File: config.mk
export PLATFORM = sky130hd
export DESIGN_NAME = ir_frame_symbol_encoder_flat
export DESIGN_NICKNAME = d
export VERILOG_FILES = /design/src/rtl/irfse_pkg.sv /design/src/rtl/irfse_if.sv /design/src/rtl/ir_frame_symbol_encoder.sv /design/src/rtl/irfse_front.sv /design/src/rtl/irfse_back.sv /design/src/flat_wrapper.sv
export SDC_FILE = /design/constraint.sdc
export NUM_CORES = 1
export LEC_CHECK = 0
export BUFFER_PORTS_ARGS = -buffer_cell sky130_fd_sc_hd__buf_4
export CAP_MARGIN = 30
export CORE_MARGIN = 8
export CORE_UTILIZATION = 25
export CTS_CLUSTER_DIAMETER = 150
export DETAILED_ROUTE_END_ITERATION = 6
export SLEW_MARGIN = 30
export SYNTH_ARGS = -nofsm -noshare
export SYNTH_HDL_FRONTEND = slang
export SYNTH_HIERARCHICAL = 1
export SYNTH_SLANG_ARGS = --single-unit
File: constraint.sdc
create_clock -name clk -period 4.2 [get_ports clk]
set_clock_uncertainty 0.05 [all_clocks]
set_input_delay 0.84 -clock clk [delete_from_list [all_inputs] [get_ports clk]]
set_output_delay 0.84 -clock clk [all_outputs]
set_load 0.005 [all_outputs]
File: src/rtl/irfse_pkg.sv
// Shared types and constants for the infrared frame symbol encoder.
`timescale 1ns / 1ps
`default_nettype none

package irfse_pkg;

  localparam int BYTE_W = 8;
  localparam int BT_W   = 13;
  localparam int TICK_W = 15;
  localparam int IDX_W  = 4;

  localparam logic [BT_W-1:0]   BIT_TICKS_RESET = 13'd200;
  localparam logic [IDX_W-1:0]  IDX_TAIL        = 4'd8;
  localparam logic [TICK_W-1:0] TICK_MAX        = 15'h7FFF;
  localparam logic [TICK_W-1:0] BIT_SPACE_TICKS = 15'd1;

  // One queued byte request with its precomputed frame checksum
  typedef struct packed {
    logic [BYTE_W-1:0] byte_value;
    logic              first_byte;
    logic              last_byte;
    logic [BYTE_W-1:0] csum;
  } job_t;

  typedef enum logic [1:0] {
    ST_IDLE,
    ST_START,
    ST_DATA,
    ST_CSUM
  } state_t;

endpackage

`default_nettype wire

File: src/rtl/irfse_if.sv
// Handshake interfaces for byte requests and pulse symbols.
`timescale 1ns / 1ps
`default_nettype none

interface irfse_byte_if
  import irfse_pkg::*;
();
  logic              valid;
  logic              ready;
  logic [BYTE_W-1:0] byte_value;
  logic              first_byte;
  logic              last_byte;

  modport source (output valid, output byte_value, output first_byte, output last_byte,
                  input ready);
  modport sink (input valid, input byte_value, input first_byte, input last_byte,
                output ready);
endinterface

interface irfse_sym_if
  import irfse_pkg::*;
();
  logic              valid;
  logic              ready;
  logic              mark_level;
  logic [TICK_W-1:0] mark_ticks;
  logic              space_level;
  logic [TICK_W-1:0] space_ticks;
  logic              run_end;
  logic              frame_end;

  modport source (output valid, output mark_level, output mark_ticks, output space_level,
                  output space_ticks, output run_end, output frame_end, input ready);
  modport sink (input valid, input mark_level, input mark_ticks, input space_level,
                input space_ticks, input run_end, input frame_end, output ready);
endinterface

`default_nettype wire

File: src/rtl/ir_frame_symbol_encoder.sv
// Top level of the infrared frame symbol encoder.
//
// Usage: byte requests enter on the bytes channel (valid/ready), each with
// first_byte and last_byte flags. Pulse symbols leave on the symbols channel,
// one symbol per request on that side. A byte yields 9 symbols (eight data
// bits LSB first plus a one-bit), 10 with first_byte (start symbol first),
// and 9 more with last_byte (checksum bits plus a closing zero-bit).
// The bit unit is set with cfg_we/cfg_wdata; write it only while idle.
// The first symbol of a byte is valid once it has passed the job queue,
// the sequencer state and the output register. Throughput: one symbol per
// cycle from the back-end sequencer unless the receiver stalls; a two-entry
// job queue lets the front accept bytes while the back end is still emitting.
// Reset clears the queue, the running sum, the sequencer and the output
// valid flag, and sets the bit unit to 200 ticks. When the receiver stalls,
// the output symbol holds, the sequencer pauses and the queue fills; then
// bytes.ready drops.
`timescale 1ns / 1ps
`default_nettype none

module ir_frame_symbol_encoder
  import irfse_pkg::*;
(
  input  wire logic            clk,
  input  wire logic            rst,
  input  wire logic            cfg_we,
  input  wire logic [BT_W-1:0] cfg_wdata,
  irfse_byte_if.sink           bytes,
  irfse_sym_if.source          symbols
);

  logic [BT_W-1:0] bit_ticks;
  job_t            q_job;
  logic            q_valid;
  logic            q_pop;

  always_ff @(posedge clk) begin
    if (rst) begin
      bit_ticks <= BIT_TICKS_RESET;
    end else if (cfg_we) begin
      bit_ticks <= cfg_wdata;
    end
  end

  irfse_front u_front (
    .clk     (clk),
    .rst     (rst),
    .bytes   (bytes),
    .q_job   (q_job),
    .q_valid (q_valid),
    .q_pop   (q_pop)
  );

  irfse_back u_back (
    .clk       (clk),
    .rst       (rst),
    .bit_ticks (bit_ticks),
    .q_job     (q_job),
    .q_valid   (q_valid),
    .q_pop     (q_pop),
    .symbols   (symbols)
  );

endmodule

`default_nettype wire

File: src/rtl/irfse_front.sv
// Front end: accepts byte requests, keeps the running sum, queues jobs.
`timescale 1ns / 1ps
`default_nettype none

module irfse_front
  import irfse_pkg::*;
(
  input  wire logic  clk,
  input  wire logic  rst,
  irfse_byte_if.sink bytes,
  output job_t       q_job,
  output logic       q_valid,
  input  wire logic  q_pop
);

  job_t              fifo_mem [2];
  logic              wr_ptr;
  logic              rd_ptr;
  logic [1:0]        count;
  logic [BYTE_W-1:0] running_sum;
  logic [BYTE_W-1:0] sum_next;
  logic              push;

  assign bytes.ready = (count != 2'd2);
  assign push        = bytes.valid && bytes.ready;
  assign q_valid     = (count != 2'd0);
  assign q_job       = fifo_mem[rd_ptr];

  assign sum_next = (bytes.first_byte ? '0 : running_sum) + bytes.byte_value;

  always_ff @(posedge clk) begin
    if (push) begin
      fifo_mem[wr_ptr] <= '{byte_value: bytes.byte_value, first_byte: bytes.first_byte,
                            last_byte: bytes.last_byte, csum: sum_next};
    end
  end

  always_ff @(posedge clk) begin
    if (rst) begin
      wr_ptr      <= 1'b0;
      rd_ptr      <= 1'b0;
      count       <= 2'd0;
      running_sum <= '0;
    end else begin
      if (push) begin
        wr_ptr      <= ~wr_ptr;
        running_sum <= bytes.last_byte ? '0 : sum_next;
      end
      if (q_pop) begin
        rd_ptr <= ~rd_ptr;
      end
      count <= count + {1'b0, push} - {1'b0, q_pop};
    end
  end

  assert property (@(posedge clk) disable iff (rst) q_pop |-> q_valid)
    else $error("pop from empty queue");
  assert property (@(posedge clk) disable iff (rst)
                   (count == 2'd2 && !q_pop) |=> (count == 2'd2))
    else $error("full queue lost an entry");
  assert property (@(posedge clk) disable iff (rst)
                   (push && bytes.last_byte) |=> (running_sum == '0))
    else $error("sum not cleared after last byte");

endmodule

`default_nettype wire

File: src/rtl/irfse_back.sv
// Back end: turns queued jobs into registered symbols, one per cycle unless stalled.
`timescale 1ns / 1ps
`default_nettype none

module irfse_back
  import irfse_pkg::*;
(
  input  wire logic            clk,
  input  wire logic            rst,
  input  wire logic [BT_W-1:0] bit_ticks,
  input  job_t                 q_job,
  input  wire logic            q_valid,
  output logic                 q_pop,
  irfse_sym_if.source          symbols
);

  state_t            state;
  state_t            state_next;
  logic [IDX_W-1:0]  idx;
  logic [IDX_W-1:0]  idx_next;
  job_t              job;
  logic              adv;
  logic              done;

  logic              sym_level;
  logic [TICK_W-1:0] sym_mark;
  logic [TICK_W-1:0] sym_space;
  logic              sym_run_end;
  logic              sym_frame_end;

  logic [TICK_W:0]   mark7;
  logic [TICK_W-1:0] start_mark;
  logic [TICK_W-1:0] bit_mark;

  logic              out_valid;
  logic              out_level;
  logic [TICK_W-1:0] out_mark;
  logic [TICK_W-1:0] out_space;
  logic              out_run_end;
  logic              out_frame_end;

  assign mark7      = {bit_ticks, 3'b000} - {3'b000, bit_ticks};
  assign start_mark = mark7[TICK_W] ? TICK_MAX : mark7[TICK_W-1:0];
  assign bit_mark   = (bit_ticks == '0) ? '0 : {2'b00, bit_ticks - 1'b1};

  assign adv = !out_valid || symbols.ready;

  always_ff @(posedge clk) begin
    if (rst) begin
      state <= ST_IDLE;
      idx   <= '0;
    end else begin
      state <= state_next;
      idx   <= idx_next;
    end
  end

  always_comb begin
    state_next    = state;
    idx_next      = idx;
    done          = 1'b0;
    sym_level     = 1'b0;
    sym_mark      = bit_mark;
    sym_space     = BIT_SPACE_TICKS;
    sym_run_end   = 1'b0;
    sym_frame_end = 1'b0;
    case (state)
      ST_IDLE: begin
        done = 1'b1;
      end
      ST_START: begin
        sym_level = 1'b1;
        sym_mark  = start_mark;
        sym_space = {2'b00, bit_ticks};
        if (adv) begin
          state_next = ST_DATA;
          idx_next   = '0;
        end
      end
      ST_DATA: begin
        sym_level   = (idx == IDX_TAIL) ? 1'b1 : job.byte_value[idx[2:0]];
        sym_run_end = (idx == IDX_TAIL) && !job.last_byte;
        if (adv) begin
          if (idx != IDX_TAIL) begin
            idx_next = idx + 1'b1;
          end else if (job.last_byte) begin
            state_next = ST_CSUM;
            idx_next   = '0;
          end else begin
            done = 1'b1;
          end
        end
      end
      ST_CSUM: begin
        sym_level     = (idx == IDX_TAIL) ? 1'b0 : job.csum[idx[2:0]];
        sym_run_end   = (idx == IDX_TAIL);
        sym_frame_end = (idx == IDX_TAIL);
        if (adv) begin
          if (idx != IDX_TAIL) begin
            idx_next = idx + 1'b1;
          end else begin
            done = 1'b1;
          end
        end
      end
      default: begin
        state_next = ST_IDLE;
      end
    endcase
    q_pop = done && q_valid;
    if (done) begin
      idx_next = '0;
      if (q_valid) begin
        state_next = q_job.first_byte ? ST_START : ST_DATA;
      end else begin
        state_next = ST_IDLE;
      end
    end
  end

  always_ff @(posedge clk) begin
    if (q_pop) begin
      job <= q_job;
    end
  end

  always_ff @(posedge clk) begin
    if (rst) begin
      out_valid <= 1'b0;
    end else if (adv) begin
      out_valid <= (state != ST_IDLE);
    end
  end

  always_ff @(posedge clk) begin
    if (adv && state != ST_IDLE) begin
      out_level     <= sym_level;
      out_mark      <= sym_mark;
      out_space     <= sym_space;
      out_run_end   <= sym_run_end;
      out_frame_end <= sym_frame_end;
    end
  end

  assign symbols.valid       = out_valid;
  assign symbols.mark_level  = out_level;
  assign symbols.mark_ticks  = out_mark;
  assign symbols.space_level = 1'b0;
  assign symbols.space_ticks = out_space;
  assign symbols.run_end     = out_run_end;
  assign symbols.frame_end   = out_frame_end;

  assert property (@(posedge clk) disable iff (rst)
                   (out_valid && out_frame_end) |-> out_run_end)
    else $error("frame end without run end");
  assert property (@(posedge clk) disable iff (rst)
                   (state == ST_START && adv) |=> (state == ST_DATA && idx == '0))
    else $error("start symbol not followed by data bits");
  assert property (@(posedge clk) disable iff (rst)
                   (state != ST_IDLE) |-> (idx <= IDX_TAIL))
    else $error("bit index out of range");
  assert property (@(posedge clk) disable iff (rst)
                   (q_pop && state != ST_IDLE) |-> (adv && sym_run_end))
    else $error("new job taken before current one finished");

endmodule

`default_nettype wire

File: src/flat_wrapper.sv
// flat-port wrapper written by rule: the top's interface ports become plain ports
module ir_frame_symbol_encoder_flat import irfse_pkg::*;
  (clk, rst, cfg_we, cfg_wdata, bytes_valid, bytes_byte_value, bytes_first_byte, bytes_last_byte, bytes_ready, symbols_valid, symbols_mark_level, symbols_mark_ticks, symbols_space_level, symbols_space_ticks, symbols_run_end, symbols_frame_end, symbols_ready);
  irfse_byte_if bytes_i ();
  irfse_sym_if symbols_i ();
  input  wire logic clk;
  input  wire logic rst;
  input  wire logic cfg_we;
  input  wire logic [BT_W-1:0] cfg_wdata;
  input wire logic [$bits(bytes_i.valid)-1:0] bytes_valid;
  input wire logic [$bits(bytes_i.byte_value)-1:0] bytes_byte_value;
  input wire logic [$bits(bytes_i.first_byte)-1:0] bytes_first_byte;
  input wire logic [$bits(bytes_i.last_byte)-1:0] bytes_last_byte;
  output wire logic [$bits(bytes_i.ready)-1:0] bytes_ready;
  output wire logic [$bits(symbols_i.valid)-1:0] symbols_valid;
  output wire logic [$bits(symbols_i.mark_level)-1:0] symbols_mark_level;
  output wire logic [$bits(symbols_i.mark_ticks)-1:0] symbols_mark_ticks;
  output wire logic [$bits(symbols_i.space_level)-1:0] symbols_space_level;
  output wire logic [$bits(symbols_i.space_ticks)-1:0] symbols_space_ticks;
  output wire logic [$bits(symbols_i.run_end)-1:0] symbols_run_end;
  output wire logic [$bits(symbols_i.frame_end)-1:0] symbols_frame_end;
  input wire logic [$bits(symbols_i.ready)-1:0] symbols_ready;
  assign bytes_i.valid = bytes_valid;
  assign bytes_i.byte_value = bytes_byte_value;
  assign bytes_i.first_byte = bytes_first_byte;
  assign bytes_i.last_byte = bytes_last_byte;
  assign bytes_ready = bytes_i.ready;
  assign symbols_valid = symbols_i.valid;
  assign symbols_mark_level = symbols_i.mark_level;
  assign symbols_mark_ticks = symbols_i.mark_ticks;
  assign symbols_space_level = symbols_i.space_level;
  assign symbols_space_ticks = symbols_i.space_ticks;
  assign symbols_run_end = symbols_i.run_end;
  assign symbols_frame_end = symbols_i.frame_end;
  assign symbols_i.ready = symbols_ready;
  ir_frame_symbol_encoder u_core (.clk(clk), .rst(rst), .cfg_we(cfg_we), .cfg_wdata(cfg_wdata), .bytes(bytes_i), .symbols(symbols_i));
endmodule
==> results of run 1 <==
==> layout by cell type, fill, tap and decap left out, types with 3 or more instances in the layout <==
| cell type | Yosys | layout |
|---|---|---|
| edfxtp_1 | 84 | 84 |
| buf_4 | 4 | 64 |
| nor2_1 | 39 | 39 |
| dfxtp_1 | 33 | 33 |
| ha_1 | 26 | 26 |
| nand2_1 | 23 | 23 |
| inv_1 | 21 | 21 |
| a21oi_1 | 21 | 21 |
| mux2_2 | 18 | 18 |
| clkbuf_16 | 0 | 17 |
| xnor2_1 | 17 | 17 |
| nor2b_1 | 17 | 16 |
| mux2i_1 | 15 | 15 |
| and2_1 | 15 | 15 |
| o21ai_0 | 13 | 13 |
| nand3_1 | 12 | 12 |
| nor3_1 | 10 | 10 |
| xor2_1 | 10 | 10 |
| nand2b_1 | 9 | 9 |
| a221o_1 | 9 | 9 |
| nand3b_1 | 7 | 7 |
| a211o_1 | 5 | 5 |
| a21o_1 | 5 | 5 |
| clkinv_2 | 0 | 4 |
| mux4_2 | 4 | 4 |
| a211oi_1 | 4 | 4 |
| clkinvlp_4 | 0 | 3 |
| nand4_1 | 3 | 3 |
| o21a_1 | 3 | 3 |
| o2111ai_1 | 3 | 3 |
| conb_1 | 1 | 3 |
| or4_1 | 3 | 3 |
==> routing by layer <==
metal	vias up	global-route usage, %
met5	-	0
met4	0	4.35
met3	16	2.91
met2	92	12.8
met1	1887	11.7
li1	1950	-
==> logic make-up after synthesis <==
logic type / after synthesis / synth area share [%]
and+or+nand+nor: 151 / 13.6
xor gates and xnor gates: 27 / 4.02
other: 1 / 0.0637
DFF: 117 / 54.1
adders and majority gates: 27 / 5.87
buffers and inverters: 43 / 3.66
AOI/OAI and AO/OA: 88 / 11.2
muxes: 37 / 7.53
==> final timing paths <==
kind | end | startpoint
worst max-delay path | u_core/u_back/symbols.mark_ticks[7]$_DFFE_PP_ | u_core/bit_ticks[10]$_SDFFE_PP0P_
worst min-delay path | u_core/u_front/running_sum[3]$_SDFFE_PP0P_ | u_core/u_front/running_sum[3]$_SDFFE_PP0P_
worst max register to register | u_core/u_back/symbols.mark_ticks[7]$_DFFE_PP_ | u_core/bit_ticks[10]$_SDFFE_PP0P_
worst min register to register | u_core/u_front/running_sum[3]$_SDFFE_PP0P_ | u_core/u_front/running_sum[3]$_SDFFE_PP0P_
==> state kept, by name, summed over array words and instances (netlist names), named ones only <==
name                               count
u_core/u_back/symbols.run_end          1
u_core/u_back/symbols.frame_end        1
u_core/u_back/job                     17
u_core/u_back/state                    2
u_core/u_back/symbols.valid            1
u_core/u_back/symbols.mark_ticks      15
u_core/u_back/idx                      4
u_core/u_back/symbols.mark_level       1
u_core/u_front/count                   2
u_core/u_front/fifo_mem               36
u_core/bit_ticks                      13
u_core/u_back/symbols.space_ticks     13
u_core/u_front/wr_ptr                  1
u_core/u_front/running_sum             8
u_core/u_front/rd_ptr                  1
==> area by class of cell <==
cell class                 instances  area [µm²]
inverter                          22        82.6
timing repair buffer              64         480
tap                              319         399
sequential                       117        3180
multi-input combinational        333        2500
fill                            2422       16100
clock inverter                    11         110
clock buffer                      20         447
==> worst max-delay path, delay by kind of cell (launching register included) <==
family,cells,cell delay (ns)
compound gates,3,0.96
flops,1,0.59
simple gates,2,0.50
fa+ha+maj,1,0.43
buf+inv,1,0.15
==> power by group through the flow <==
| stage | Sequential, W | Clock [W] | Combinational (W) |
|---|---|---|---|
| after floorplan | 0.00179 | 0 | 0.000641 |
| after global placement | 0.00182 | 0 | 0.00106 |
| after detailed placement | 0.00182 | 0 | 0.00107 |
| after CTS | 0.00180 | 0.00141 | 0.00108 |
| after global routing | 0.00183 | 0.00146 | 0.00118 |
| final | 0.00179 | 0.00137 | 0.00106 |
==> stage by stage <==
step	total power [W]	hold WS [ns]	area, µm²	worst slack (ns)
6_report	0.00422	0.394	7200	1.27
5_1_grt	0.00447	0.420	7200	1.03
4_1_cts	0.00429	0.398	7200	1.27
3_5_place_dp	0.00289	0.390	6640	1.23
3_3_place_gp	0.00288	0.384	6640	1.23
2_1_floorplan	0.00243	0.377	5890	1.02
==> flow_summary.ini, run 1 <==
[sta]
finalCriticalPeriod_ns = 2.94
slew_headroom_pct = 34.4
fin_crit_sh_pct = 69.9
setup_viol = 0
fmax_ghz = 0.341
grt_setup_unrepaired = no
hold_viol_final = 0
slew_viol_final = 0
tightest_slew_ns = 0.985
fin_tns_setup_ns = 0

[setup_path]
crit_path_end_kind = flop
r2r_setup_slack_ns = 1.27
max_stage_delay_ns = 0.59
required_ns = 4.30
critPathMaxFanout = 10
rr_worst_depth = 7
worstPathCellList = inv_1 > ha_1 > a21oi_1 > o21ai_0 > or3_1 > nand2_2 > a221o_1
worstSetupStartpointType = flop
critical-path-slowest-cell = dfxtp_1
critPathKind = reg2reg
arrival_ns = 3.04

[floorplanning]
die_area_um2 = 28700
die_x_um = 169
start_util_pct = 25.3
core_area_um2 = 23300
die_h_um = 169
boundaryPins = 64
fp-row-count = 56

[synth]
ys_seq_area_share_pct = 54.1
yosys_warnings = 6
synth_common_cells = edfxtp_1 (84), nor2_1 (39), dfxtp_1 (33), ha_1 (26), nand2_1 (23)
syn_area_um2 = 5880
syn_area_per_cell_um2 = 12.0
yosys_register_bits = 117
synth_largest_type_area_fraction_pct = 42.9
yosysTopAreaCell = edfxtp_1
synth_cell_types = 66
postSynthCellCount = 491
synth.area.top_cells = edfxtp_1 (43%), dfxtp_1 (11%), ha_1 (5.5%)
synth.most_common_cell = edfxtp_1
synth-async-reset-ratio_pct = 0
synth_edf_count = 84
synthFlopType = edfxtp_1

[routing]
dr_wl_met3_um = 659
initialDrtViolationCount = 240
wl_per_cell_um = 13.7
routed-wl-met2_um = 5250
firstDrtPassIters = 4
highest_layer = met4
wl_met1_um = 6060
drt_wl_total_um = 12200
antenna_left = 0
vias = 3945
route.detailed.drc = 0
detail_route.vias_per_cell = 4.45

[clock_tree]
worstSkewPairLatency_ns = 0.41
cts_tree = yes
cts_max_level = 4
cts.path.max_buffers = 2
cts_root_buffer = clkbuf_16
cts_sinks = 117
ctsHoldBuffers = 0
cts_post_setup_buffers_inserted = 0
cts_buffers = 17
path_clk_slew_ns = 0.05
ctsResizeCount = 0

[global_routing]
overflow = 0
grt_pass1_wl_um = 20200
grt_max_degree = 34
antenna_found_initial = 0
grt_use_total_pct = 8.88
grt_pass1_vias = 3858

[final_layout]
drive_gt1_share_pct = 21.9
layout.nets = 610
post-route-util_pct = 30.9
final_cells = 886
antenna_cells = 0
area_growth_pct = 22.3

[placed_design]
port_buffers = 60
place_hpwl_um = 8590
routabilityCongestion = 0.829
dp.cells = 855

[pwr]
power.leakage_nw = 2.70
clkPwrFrac_pct = 32.4
netSwitchingFraction_pct = 27.7
intPower_w = 0.00305
peakVddDrop_mv = 0.308
p_sw_w = 0.00117
p_seq_share_pct = 42.5
p_comb_share_pct = 25.1
power_density_nw_per_um2 = 586

[status]
status = complete, no violations

[worst_hold_path]
holdPathStages = 2
hold_class = reg2reg

[run]
maxCapViolations = 0
(Power assumes the default switching activity.)
==> run 2: changes to the inputs <==
- clock period: 4.2 -> 3.1 ns (I/O delays scaled with it)
==> run 2 against run 1 <==
Effect of this change: global-route usage shrank 0.17 points; flip-flop and latch count is the same; power grew 38%; critical endpoint unchanged.
==> flow_summary.ini, run 2 (synthesized netlist as in run 1, its figures left out) <==
[final_layout]
fillers = 2341
layout.nets = 614
post-route-util_pct = 31.2
multi_input_area_um2 = 2500
seq_area_um2 = 3180
top_register = u_core/u_front/fifo_mem
drive_gt1_share_pct = 23.4
layout_common_cells = edfxtp_1 (84), buf_4 (68), nor2_1 (39), dfxtp_1 (33), ha_1 (26)
final_common_cell = edfxtp_1
area_growth_pct = 23.3
antenna_cells = 0
largest_reg_flops = 36
final_cells = 891

[pwr]
power.leakage_nw = 2.73
total_power_w = 0.00581
peakVddDrop_mv = 0.391
power_density_nw_per_um2 = 801

[global_routing]
grt_pass1_wl_um = 19800
antenna_found_initial = 0
grt_max_degree = 33
grt_use_total_pct = 8.70
grt_pass1_vias = 3830
overflow = 0

[sta]
slew_viol_final = 0
finalCriticalPeriod_ns = 2.75
fmax_ghz = 0.363
whs_ns = 0.349
slew_headroom_pct = 40.8
hold_viol_final = 0
setup_viol = 0
fin_crit_sh_pct = 88.8
fin_tns_setup_ns = 0
grt_setup_unrepaired = no
tightest_slew_ns = 0.888

[floorplanning]
fp-row-count = 56
boundaryPins = 64
core_area_um2 = 23300
die_h_um = 169
start_util_pct = 25.3
die_x_um = 169
die_area_um2 = 28700

[setup_path]
max_stage_delay_ns = 0.45
crit_path_end_kind = flop
critical-path-slowest-cell = dfxtp_1
worstSetupStartpointType = flop
arrival_ns = 2.86
critPathKind = reg2reg
critPathMaxFanout = 9
worstPathCellList = inv_1 > ha_1 > a21o_1 > a2bb2oi_1 > o2bb2ai_2 > o41ai_4 > nand2_2 > a221o_1
required_ns = 3.21

[routing]
vias = 3910
antenna_left = 0
drt_wl_total_um = 12300
firstDrtPassIters = 5
initialDrtViolationCount = 219
route.detailed.drc = 0
wl_per_cell_um = 13.8
highest_layer = met4
detail_route.vias_per_cell = 4.39
dr_wl_met3_um = 766
routed-wl-met2_um = 5370
wl_met1_um = 5970

[placed_design]
dp.cells = 859
port_buffers = 60
routabilityCongestion = 0.811
place_hpwl_um = 8950

[clock_tree]
cts_tree = yes
cts_buffers = 17
cts_post_setup_buffers_inserted = 0
worstSkewPairLatency_ns = 0.41
cts.path.max_buffers = 2
ctsResizeCount = 0
cts_root_buffer = clkbuf_16
cts_sinks = 117
cts_max_level = 4
ctsHoldBuffers = 0
path_clk_slew_ns = 0.06

[worst_hold_path]
hold_class = in2reg

[status]
status = complete, no violations

[run]
maxCapViolations = 0
[run 2: per-layer routing]
metal  vias up  global-route usage, %
li1       1965                      -
met1      1834                   11.1
met2        99                   13.1
met3        12                   3.28
met4         0                   3.35
met5         -                      0
[run 2: through the flow]
stage | setup slack, ns | instance area [µm²]
final | 0.348 | 7260
after CTS | 0.381 | 7260
after global placement | 0.474 | 6670
after floorplan | 0.355 | 5890
after detailed placement | 0.392 | 6670
after global routing | 0.234 | 7260
[run 2: worst paths after layout]
| kind | start | end | slack (ns) | cells past startpoint |
|---|---|---|---|---|
| setup reg to reg | u_core/bit_ticks[8]$_SDFFE_PP0P_ | u_core/u_back/symbols.mark_ticks[7]$_DFFE_PP_ | 0.35 | 8 |
| setup / recovery | u_core/bit_ticks[8]$_SDFFE_PP0P_ | u_core/u_back/symbols.mark_ticks[7]$_DFFE_PP_ | 0.35 | 8 |
| hold reg to reg | u_core/u_front/running_sum[0]$_SDFFE_PP0P_ | u_core/u_front/running_sum[0]$_SDFFE_PP0P_ | 0.40 | 2 |
| hold / removal | bytes_byte_value[4] | u_core/u_front/fifo_mem[1][14]$_DFFE_PP_ | 0.35 | 1 |
[run 2: report_power, final]
part	total [W]	switching, W	internal, W	leakage, nW
Sequential	0.00239	0.000152	0.00224	1.06
Combinational	0.00151	0.000779	0.000730	1.39
Clock	0.00191	0.000774	0.00114	0.282
[run 2: critical path, delay by kind of cell (launching register included)]
family,cells,cell delay (ns)
AOI/OAI and AO/OA,5,1.27
buffers and inverters,1,0.12
and+or+nand+nor,1,0.20
DFF,1,0.45
adders and majority gates,1,0.41
[run 2: cell type report]
class                      count  area share (%)
inverter                      22            1.14
clock buffer                  17            5.86
clock inverter                15            2.17
multi-input combinational    333            34.4
timing repair buffer          68            7.03
tap                          319            5.50
sequential                   117            43.9
==> run 3: changes to the inputs <==
- RECOVER_POWER: unset -> 100
==> run 3 against run 2 <==
Effect of this change: global-route usage unchanged; clock-buffer cell count unchanged; largest cell class unchanged; critical path depth unchanged; die area unchanged; largest power group unchanged; power down 1.6%; the run now ends with max-capacitance violations, max-slew violations left; final area down 1.5%; non-clock buffer count unchanged; clock power about the same.
==> flow_summary.ini, run 3 (synthesized netlist as in run 1, its figures left out) <==
[pwr]
clkPwrFrac_pct = 33.4
p_sw_w = 0.00169
power.leakage_nw = 2.63
netSwitchingFraction_pct = 29.6
p_comb_share_pct = 24.7
peakVddDrop_mv = 0.390
power_density_nw_per_um2 = 800
intPower_w = 0.00402
p_seq_share_pct = 41.9

[global_routing]
grt_max_degree = 33
grt_pass1_vias = 3830
grt_use_total_pct = 8.70
grt_pass1_wl_um = 19800
overflow = 0
antenna_found_initial = 0

[sta]
grt_setup_unrepaired = no
tightest_slew_ns = 1.65
setup_slack_ns = 0.305
setup_viol = 0
finalCriticalPeriod_ns = 2.80
fin_crit_sh_pct = 90.2
fin_tns_setup_ns = 0
slew_viol_final = 32
slew_headroom_pct = -10.1
fmax_ghz = 0.358
hold_viol_final = 0

[final_layout]
antenna_cells = 0
final_cells = 891
layout.nets = 614
layout_common_cells = edfxtp_1 (84), nor2_1 (39), dfxtp_1 (33), ha_1 (26)
largest_reg_flops = 36
top_register = u_core/u_front/fifo_mem
area_growth_pct = 21.5
final_common_cell = edfxtp_1
drive_gt1_share_pct = 17.5
fillers = 2367

[worst_hold_path]
hold_class = in2reg

[setup_path]
worstSetupStartpointType = flop
max_stage_delay_ns = 0.43
cp_num_buf_inv = 1
cpLargestDelayFamily = compound AO/OA/AOI/OAI gates
critPathKind = reg2reg
crit_path_end_kind = flop
required_ns = 3.21
arrival_ns = 2.90
worstPathCellList = inv_1 > ha_1 > nor4b_2 > o31a_1 > o2bb2ai_1 > o41ai_4 > nand2_2 > a221o_1
critPathMaxFanout = 9
critical-path-slowest-cell = o41ai_4

[clock_tree]
cts.path.max_buffers = 2
cts_max_level = 4
cts_tree = yes
ctsResizeCount = 0
worstSkewPairLatency_ns = 0.41
cts_root_buffer = clkbuf_16
cts_post_setup_buffers_inserted = 0
path_clk_slew_ns = 0.06
cts_buffers = 17
cts_sinks = 117
ctsHoldBuffers = 0

[placed_design]
preCtsSetupSlack_ns = 0.392
place_hpwl_um = 8950
port_buffers = 60
dp.cells = 859
routabilityCongestion = 0.811

[routing]
route.detailed.drc = 0
vias = 3915
wl_per_cell_um = 13.8
detail_route.vias_per_cell = 4.39
firstDrtPassIters = 6
antenna_left = 0
initialDrtViolationCount = 232
drt_wl_total_um = 12300

[floorplanning]
fp-row-count = 56
boundaryPins = 64
core_area_um2 = 23300
start_util_pct = 25.3
die_h_um = 169
die_area_um2 = 28700
die_x_um = 169

[run]
maxCapViolations = 1

[status]
violations = max-capacitance violations, max-slew violations
status = complete, but fails checks
## run 3: layout make-up
class	instances	area, µm²	share of cell area [%]
Sequential cell	117	3180	44.5
Multi-Input combinational cell	333	2490	34.8
Clock buffer	17	425	5.95
Timing Repair Buffer	68	414	5.79
Tap cell	319	399	5.58
Clock inverter	15	158	2.21
Inverter	22	82.6	1.16
## run 3: through the flow
step	utilization [%]	power, W	instance area (µm²)	hold WS (ns)
after CTS	31.2	0.00589	7260	0.331
after global placement	28.7	0.00395	6670	0.384
after detailed placement	28.7	0.00396	6670	0.393
final	30.7	0.00572	7150	0.373
after floorplan	-	0.00329	5890	0.377
after global routing	30.7	0.00605	7150	0.350
## run 3: worst reg2reg max path, cell delays in order (launching register included)
cell and delay, ns:
dfxtp_1 0.39, inv_1 0.12, ha_1 0.32, nor4b_2 0.18, o31a_1 0.30, o2bb2ai_1 0.23, o41ai_4 0.44, nand2_2 0.20
a221o_1 0.32
## run 3: final timing paths
check / from / endpoint / slack [ns] / depth (start not counted)
max: u_core/bit_ticks[3]$_SDFFE_PP1P_ / u_core/u_back/symbols.mark_ticks[7]$_DFFE_PP_ / 0.30 / 8
max reg2reg: u_core/bit_ticks[3]$_SDFFE_PP1P_ / u_core/u_back/symbols.mark_ticks[7]$_DFFE_PP_ / 0.30 / 8
min: cfg_wdata[3] / u_core/bit_ticks[3]$_SDFFE_PP1P_ / 0.37 / 2
min reg2reg: u_core/u_front/running_sum[0]$_SDFFE_PP0P_ / u_core/u_front/running_sum[0]$_SDFFE_PP0P_ / 0.40 / 2
## run 3: power groups by stage
stage,Combinational [W],Clock [W],Sequential [W]
global route,0.00158,0.00203,0.00245
floorplan,0.000872,0,0.00242
detailed placement,0.00153,0,0.00243
CTS,0.00153,0.00195,0.00240
finish,0.00141,0.00191,0.00240
global placement,0.00153,0,0.00242
## run 3: metal layers
metal  track usage (%)  up-vias  routed length [µm]
met5                 0        -                   0
met4              3.35        0                 146
met3              3.28       12                 688
met2              13.1       89                5370
met1              11.1     1844                6080
li1                  -     1970                   -
